$ cat src/hw/rtl/mbps_pkg.sv
// ----------------------------------------------------------------------------
// Masked byte pattern scanner package
// Shared constants, register indexes and types of the scanner.
// ----------------------------------------------------------------------------
package mbps_pkg;

  localparam int unsigned MaxPattern = 32;
  localparam int unsigned LenW       = 6;
  localparam int unsigned PosW       = $clog2(MaxPattern);
  localparam int unsigned CntW       = 32;
  localparam int unsigned CfgIdxW    = 4;
  localparam int unsigned CfgDataW   = 64;
  localparam int unsigned PatWords   = MaxPattern / 8;
  localparam int unsigned OutDataW   = 72;

  localparam logic [CntW-1:0] NoHint = '1;

  typedef enum logic [CfgIdxW-1:0] {
    CfgBase     = 4'd0,
    CfgLength   = 4'd1,
    CfgWildcard = 4'd2,
    CfgHint     = 4'd3,
    CfgPattern0 = 4'd4,
    CfgPattern1 = 4'd5,
    CfgPattern2 = 4'd6,
    CfgPattern3 = 4'd7
  } cfg_idx_e;

  typedef struct packed {
    logic [7:0] pat;
    logic       wild;
  } cell_ref_t;

endpackage

$ cat src/hw/rtl/mbps_cell.sv
// ----------------------------------------------------------------------------
// Scanner window cell
// Holds one window byte, passes it on to the next cell on every shift and
// compares it with the pattern byte aligned to its place.
// ----------------------------------------------------------------------------
module mbps_cell (
  input  logic                clk_i,
  input  logic                shift_i,
  input  logic [7:0]          byte_i,
  input  mbps_pkg::cell_ref_t ref_i,
  output logic [7:0]          byte_o,
  output logic                ok_o
);

  logic [7:0] byte_q;

  always_ff @(posedge clk_i) begin
    if (shift_i) begin
      byte_q <= byte_i;
    end
  end

  assign byte_o = byte_q;
  assign ok_o   = ref_i.wild || (byte_q == ref_i.pat);

endmodule

$ cat src/hw/rtl/masked_byte_pattern_scanner_unit.sv
// ----------------------------------------------------------------------------
// Masked byte pattern scanner
// Scans an image byte stream for a pattern with wildcard bytes and reports
// the hint or first match at the end of each image.
// ----------------------------------------------------------------------------
// The scanner takes one image byte per clock cycle while s_tready is high. Each byte
// shifts into a row of 32 window cells, and every cell compares its byte with
// the pattern byte aligned to it, so each window position is checked in the
// cycle after its last byte arrives. The result for the tlast byte passes
// through the result and output registers. s_tready drops only while a final
// byte waits behind two result words that the sink has not yet taken.
module masked_byte_pattern_scanner_unit (
  input  logic                             clk_i,
  input  logic                             rst_ni,
  input  logic                             cfg_we_i,
  input  logic [mbps_pkg::CfgIdxW-1:0]     cfg_idx_i,
  input  logic [mbps_pkg::CfgDataW-1:0]    cfg_data_i,
  input  logic                             s_tvalid,
  output logic                             s_tready,
  input  logic [7:0]                       s_tdata,   // image_byte
  input  logic                             s_tlast,
  output logic                             m_tvalid,
  input  logic                             m_tready,
  // found, match_address, hint_correct, first_match_offset, zero padding
  output logic [mbps_pkg::OutDataW-1:0]    m_tdata
);

  import mbps_pkg::*;

  logic [CntW-1:0]                  base_q;
  logic [LenW-1:0]                  plen_q;
  logic [MaxPattern-1:0]            mask_q;
  logic [CntW-1:0]                  hint_q;
  logic [PatWords-1:0][CfgDataW-1:0] pat_q;

  always_ff @(posedge clk_i or negedge rst_ni) begin
    if (!rst_ni) begin
      base_q <= '0;
      plen_q <= LenW'(1);
      mask_q <= '0;
      hint_q <= NoHint;
      pat_q  <= '0;
    end else if (cfg_we_i) begin
      case (cfg_idx_e'(cfg_idx_i))
        CfgBase:     base_q   <= cfg_data_i[CntW-1:0];
        CfgLength:   plen_q   <= cfg_data_i[LenW-1:0];
        CfgWildcard: mask_q   <= cfg_data_i[MaxPattern-1:0];
        CfgHint:     hint_q   <= cfg_data_i[CntW-1:0];
        CfgPattern0: pat_q[0] <= cfg_data_i;
        CfgPattern1: pat_q[1] <= cfg_data_i;
        CfgPattern2: pat_q[2] <= cfg_data_i;
        CfgPattern3: pat_q[3] <= cfg_data_i;
        default: ;
      endcase
    end
  end

  logic [LenW-1:0] n_used;

  always_comb begin
    if (plen_q == '0) begin
      n_used = LenW'(1);
    end else if (plen_q > LenW'(MaxPattern)) begin
      n_used = LenW'(MaxPattern);
    end else begin
      n_used = plen_q;
    end
  end

  // Cell k holds the byte received k words ago and needs pattern byte n-1-k.
  // Reversing the pattern and shifting it down by MaxPattern-n lines it up.
  logic [PosW-1:0]           align_sh;
  logic [8*MaxPattern-1:0]   rev_pat;
  logic [MaxPattern-1:0]     rev_mask;
  logic [8*MaxPattern-1:0]   al_pat_q;
  logic [MaxPattern-1:0]     al_wild_q;
  logic [2*MaxPattern-1:0]   wild_ext;

  assign align_sh = PosW'(LenW'(MaxPattern) - n_used);

  always_comb begin
    for (int i = 0; i < MaxPattern; i++) begin
      rev_pat[8*i +: 8] = pat_q[(MaxPattern-1-i)/8][8*((MaxPattern-1-i)%8) +: 8];
      rev_mask[i]       = mask_q[MaxPattern-1-i];
    end
  end

  assign wild_ext = {{MaxPattern{1'b1}}, rev_mask} >> align_sh;

  always_ff @(posedge clk_i) begin
    al_pat_q  <= rev_pat >> {align_sh, 3'b000};
    al_wild_q <= wild_ext[MaxPattern-1:0];
  end

  logic            a_valid_q, a_last_q, a_chk_q;
  logic [CntW-1:0] a_off_q, seen_q, seen_inc;
  logic            a_move, acc, sat, shift_en, r_free, out_free;

  assign a_move   = !a_valid_q || !a_last_q || r_free;
  assign s_tready = a_move;
  assign acc      = s_tvalid && a_move;
  assign sat      = (seen_q == '1);
  assign seen_inc = seen_q + CntW'(1);
  assign shift_en = acc && !sat;

  always_ff @(posedge clk_i or negedge rst_ni) begin
    if (!rst_ni) begin
      a_valid_q <= 1'b0;
      a_last_q  <= 1'b0;
      a_chk_q   <= 1'b0;
      a_off_q   <= '0;
      seen_q    <= '0;
    end else begin
      if (a_move) begin
        a_valid_q <= acc;
        a_last_q  <= s_tlast;
        a_chk_q   <= !sat && (seen_inc >= CntW'(n_used));
        a_off_q   <= seen_inc - CntW'(n_used);
      end
      if (acc) begin
        if (s_tlast) begin
          seen_q <= '0;
        end else if (!sat) begin
          seen_q <= seen_inc;
        end
      end
    end
  end

  logic [MaxPattern-1:0][7:0] win;
  logic [MaxPattern-1:0]      cell_ok;

  for (genvar k = 0; k < MaxPattern; k++) begin : g_cell
    cell_ref_t  cref;
    logic [7:0] cin;
    assign cref.pat  = al_pat_q[8*k +: 8];
    assign cref.wild = al_wild_q[k];
    if (k == 0) begin : g_head
      assign cin = s_tdata;
    end else begin : g_link
      assign cin = win[k-1];
    end
    mbps_cell u_cell (
      .clk_i   (clk_i),
      .shift_i (shift_en),
      .byte_i  (cin),
      .ref_i   (cref),
      .byte_o  (win[k]),
      .ok_o    (cell_ok[k])
    );
  end

  logic            match, b_fire, pos_hit, hit_now;
  logic            hit_q, any_q, hit_nx, any_nx;
  logic [CntW-1:0] early_q, early_nx;

  assign match    = &cell_ok;
  assign b_fire   = a_valid_q && a_move;
  assign pos_hit  = a_chk_q && match;
  assign hit_now  = pos_hit && (hint_q != NoHint) && (a_off_q == hint_q);
  assign hit_nx   = hit_q || hit_now;
  assign any_nx   = any_q || pos_hit;
  assign early_nx = (pos_hit && !any_q) ? a_off_q : early_q;

  always_ff @(posedge clk_i or negedge rst_ni) begin
    if (!rst_ni) begin
      hit_q   <= 1'b0;
      any_q   <= 1'b0;
      early_q <= '0;
    end else if (b_fire) begin
      if (a_last_q) begin
        hit_q   <= 1'b0;
        any_q   <= 1'b0;
        early_q <= '0;
      end else begin
        hit_q   <= hit_nx;
        any_q   <= any_nx;
        early_q <= early_nx;
      end
    end
  end

  logic            r_valid_q, r_hit_q, r_any_q;
  logic [CntW-1:0] r_off_q;

  assign r_free = !r_valid_q || out_free;

  always_ff @(posedge clk_i or negedge rst_ni) begin
    if (!rst_ni) begin
      r_valid_q <= 1'b0;
      r_hit_q   <= 1'b0;
      r_any_q   <= 1'b0;
      r_off_q   <= '0;
    end else if (r_free) begin
      r_valid_q <= b_fire && a_last_q;
      if (b_fire && a_last_q) begin
        r_hit_q <= hit_nx;
        r_any_q <= any_nx;
        r_off_q <= hit_nx ? hint_q : early_nx;
      end
    end
  end

  logic            m_valid_q, o_found_q, o_hint_q;
  logic [CntW-1:0] o_addr_q, o_off_q;

  assign out_free = !m_valid_q || m_tready;

  always_ff @(posedge clk_i or negedge rst_ni) begin
    if (!rst_ni) begin
      m_valid_q <= 1'b0;
      o_found_q <= 1'b0;
      o_hint_q  <= 1'b0;
      o_addr_q  <= '0;
      o_off_q   <= '0;
    end else if (out_free) begin
      m_valid_q <= r_valid_q;
      if (r_valid_q) begin
        o_found_q <= r_hit_q || r_any_q;
        o_hint_q  <= r_hit_q;
        o_addr_q  <= (r_hit_q || r_any_q) ? base_q + r_off_q : '0;
        o_off_q   <= (!r_hit_q && r_any_q) ? r_off_q : '0;
      end
    end
  end

  assign m_tvalid = m_valid_q;
  assign m_tdata  = {(OutDataW - 2 - 2*CntW)'(0), o_off_q, o_hint_q, o_addr_q, o_found_q};

endmodule

$ cat config.mk
export PLATFORM = sky130hd
export DESIGN_NAME = masked_byte_pattern_scanner_unit
export DESIGN_NICKNAME = d
export VERILOG_FILES = /design/src/hw/rtl/mbps_pkg.sv /design/src/hw/rtl/mbps_cell.sv /design/src/hw/rtl/masked_byte_pattern_scanner_unit.sv
export SDC_FILE = /design/constraint.sdc
export NUM_CORES = 2
export LEC_CHECK = 0
export ABC_AREA = 1
export ABC_CLOCK_PERIOD_IN_PS = 16300
export BUFFER_PORTS_ARGS = -buffer_cell sky130_fd_sc_hd__buf_4
export CORE_ASPECT_RATIO = 2
export CORE_MARGIN = 3
export CORE_UTILIZATION = 40
export DETAILED_ROUTE_END_ITERATION = 12
export PLACE_DENSITY = 0.62
export SKIP_CTS_REPAIR_TIMING = 1
export SYNTH_ARGS = -nofsm -noshare
export SYNTH_HDL_FRONTEND = slang
export SYNTH_SLANG_ARGS = --single-unit
$ cat constraint.sdc
create_clock -name clk_i -period 16.3 [get_ports clk_i]
set_input_delay 1.63 -clock clk_i [delete_from_list [all_inputs] [get_ports clk_i]]
set_output_delay 1.63 -clock clk_i [all_outputs]
set_load 0.02 [all_outputs]
==> impl_results.md <==
* Outcome: finished clean
* Synthesis-stage register bit count at between 1,000 and 1,500
* Most frequent cells in the layout: nand2_1, o21ai_0, inv_1, dfrtp_1, nor2_1
* Number of global-route vias before repair at ~45,000
* EDFF count, synth at between 200 and 300
* WP data required at around 17 ns
* Worst-margin pin slew at about 1.2 ns
* ANT nets after route at 0
* Hold Path Origin: g_cell[30].u_cell.byte_o[5]$_DFFE_PP_
* Compound-Gate Fraction of Synth Area at 14.07%
* DR vias/cell at roughly 5.3
* Max Slew Vio Count at 0
* Total number of vias at roughly 48,000
* Worst flop-to-flop path endpoint: al_pat_q[46]$_DFF_P_
* FP Rows at 193
* Worst Hold Class: reg -> reg
* DP HPWL at 159.6 mm
* GPL Wtd Cong at 1.002
* Max-cap violations at 0
* Die Span X at 270.5 um
* DR iter-0 viols at between 4,000 and 5,000
* Worst-skew pair later-pin latency at ~0.72 ns
* Tcrit/Tclk final at between 30% and 40%
* Initial core utilization at between 40% and 50%
* Worst clock skew at ~0.038 ns
* # fillers at between 10,000 and 15,000
* Largest net degree at the start of global routing at ~240
* Fmax at around 0.18 GHz
* Root Driver: clkbuf_16
* FF-to-FF Start: plen_q[1]$_DFFE_PN0P_
* Clock sinks at between 1,000 and 1,500
* CP Capture Type: flop
* CTS clk-pin slew, worst paths at about 0.070 ns
* WHS Path Cells at 0
* Mapped Area at approximately 56,000 um^2
* Area Overhead vs Synth at 10.15%
* Synth warn at 0
* RSZ-0062 raised after global routing: false
* Syn avg cell area at 7.842 um^2
* Die Y at 535.0 um
* Post-synthesis cell type count at 62
* Antenna violations before repair at 29
* Global-route wire length before repair at a little over 300 mm
* Post-Route WL at 208.8 mm
* # DRC at 0
* Crit start category: flop
* Relative slew slack at 20.06%
* Most common cell after layout, fill and taps aside: nand2_1
* Total congestion overflow at 0
* Setup TNS at 0 ns
* Global-route usage over all layers at 28.28%
* Seq/Total Area, Yosys at between 40 and 50%
* PD cells at between 150 and 200 nW/um^2
* Core area at around 140,000 um^2
* Post-Synth XOR/XNOR Area at 4.580%
* Ports at 156
* DR WL/cell at ~23 um
* Combinational family with the most area after synthesis: simple AND/OR/NAND/NOR gates
* Synth Area in Simple Gates at between 20 and 25%
* Layout Nets at about 7,100
* Syn Inst Count at 7,138
* Synthesized-area fraction occupied by adder cells at less than 1%
* Share of cells above drive strength 1 at 7.154%
* Async SR Flop Fraction at slightly above 50%
* Peak VDD IR at ~130 uV
* R2R Setup Slk at 10.82 ns
* Hold Violations, Final at 0
* Critical path arrival at about 6 ns
* Post-layout minimum cycle time at ~5.5 ns
* Worst R2R Path Depth at 14
* Power Total at about 11,000 uW
* Final Util at 44.49%
* Fraction of synthesized area in multiplexers at under 10%
* CTS buffer count at between 90 and 100
* Crit Path Class: reg -> reg
* P_leak at about 0.027 uW
* Port Buf Inserts at between 100 and 150
* Most used flip-flop cell after synthesis: dfrtp_1
* CTS HTree Levels at 3
* Hold Path Sink: g_cell[31].u_cell.byte_o[5]$_DFFE_PP_
* Worst-case clock buffer depth at 3
* Full die area at about 140,000 um^2
* Setup violators final at 0
* Crit path max fanout at around 120
* TritonRoute pass-1 iters at 6
* CTS tree: yes
## cells in the mapped netlist (all sizes together) (39+ instances only)
cell | number | area (um^2)
a21oi | 89 | 449.2
buf | 172 | 827.0
clkbuf | 249 | 934.7
dfrtp | 528 | 13210
dfxtp | 288 | 5766
edfxtp | 256 | 7687
ha | 39 | 488.0
inv | 576 | 2162
mux2i | 51 | 510.5
nand2 | 2188 | 8243
nand3 | 328 | 1659
nand4 | 40 | 250.2
nor2 | 468 | 1849
nor3 | 77 | 412.9
o211ai | 89 | 668.1
o21ai | 1153 | 5778
o22ai | 67 | 419.2
or2 | 48 | 300.3
xnor2 | 239 | 2093
xor2 | 49 | 470.5
## how the worst max path moves through the flow
stage,from,endpoint,slack (ns)
after floorplan,m_tready,seen_q[10]$_DFFE_PN0P_,8.23
after global placement,plen_q[1]$_DFFE_PN0P_,al_pat_q[22]$_DFF_P_,11.00
after detailed placement,plen_q[1]$_DFFE_PN0P_,al_pat_q[22]$_DFF_P_,11.00
after CTS,plen_q[1]$_DFFE_PN0P_,al_pat_q[22]$_DFF_P_,10.93
after global routing,plen_q[1]$_DFFE_PN0P_,al_pat_q[46]$_DFF_P_,10.27
final,plen_q[1]$_DFFE_PN0P_,al_pat_q[46]$_DFF_P_,10.82
## kinds of logic (layout without fill, tap and decap cells)
logic type | after synthesis | in the layout
AO/OA/AOI/OAI | 1472 | 1472
XOR/XNOR | 288 | 288
adder cells (fa/ha/maj) | 41 | 41
buffers and inverters | 1002 | 960
flip-flops | 1105 | 1105
multiplexers | 73 | 73
other | 1 | 22
AND/OR/NAND/NOR | 3156 | 3156
## layer usage
metal | vias up | wire, um | track usage, %
li1 | 22993 | - | -
met1 | 22531 | 73850 | 30.57
met2 | 1604 | 102300 | 48.49
met3 | 542 | 9720 | 3.219
met4 | 20 | 22820 | 25.86
met5 | - | 158 | 0
## final cells by class
type                       instances  area (um^2)  area share (%)
sequential                      1105        27530           44.65
inverter                         581         2215           3.592
clock inverter                    52        665.6           1.080
timing repair buffer             197         1536           2.492
antenna                           16        40.04         0.06493
tap                             1852         2317           3.758
clock buffer                     130         2716           4.405
multi-input combinational       5036        24640           39.96
## stage by stage
| stage | hold slack [ns] | cells | area, um^2 | setup slack (ns) |
|---|---|---|---|---|
| global placement | 0.4511 | 8771 | 58240 | 11.00 |
| finish | 0.4708 | 8969 | 61660 | 10.82 |
| floorplan | 0.4264 | 7143 | 56000 | 8.228 |
| global route | 0.4693 | 8965 | 61650 | 10.27 |
| detailed placement | 0.4469 | 8771 | 58240 | 11.00 |
| CTS | 0.4676 | 8953 | 61620 | 10.93 |
## where the power goes
part           total, uW  leakage, uW  internal [uW]  switching [uW]
clock network       2510      0.00163           1380            1130
registers           3930       0.0119           3460             467
logic               4600       0.0137           1370            3240
total              11000       0.0272           6210            4830
## critical path: stages, from the launching register on
cell,delay [ns]
dfrtp_1,0.38
inv_1,0.07
nand2_1,0.06
nor2_1,0.11
nand4_1,0.16
nand2_4,0.57
inv_2,0.52
ha_4,0.33
xnor2_2,0.13
buf_4,0.46
buf_4,0.69
buf_4,0.89
o21ai_0,0.31
o21ai_0,0.29
o21ai_0,0.13
Note: power is estimated with default switching activity, not from simulation.
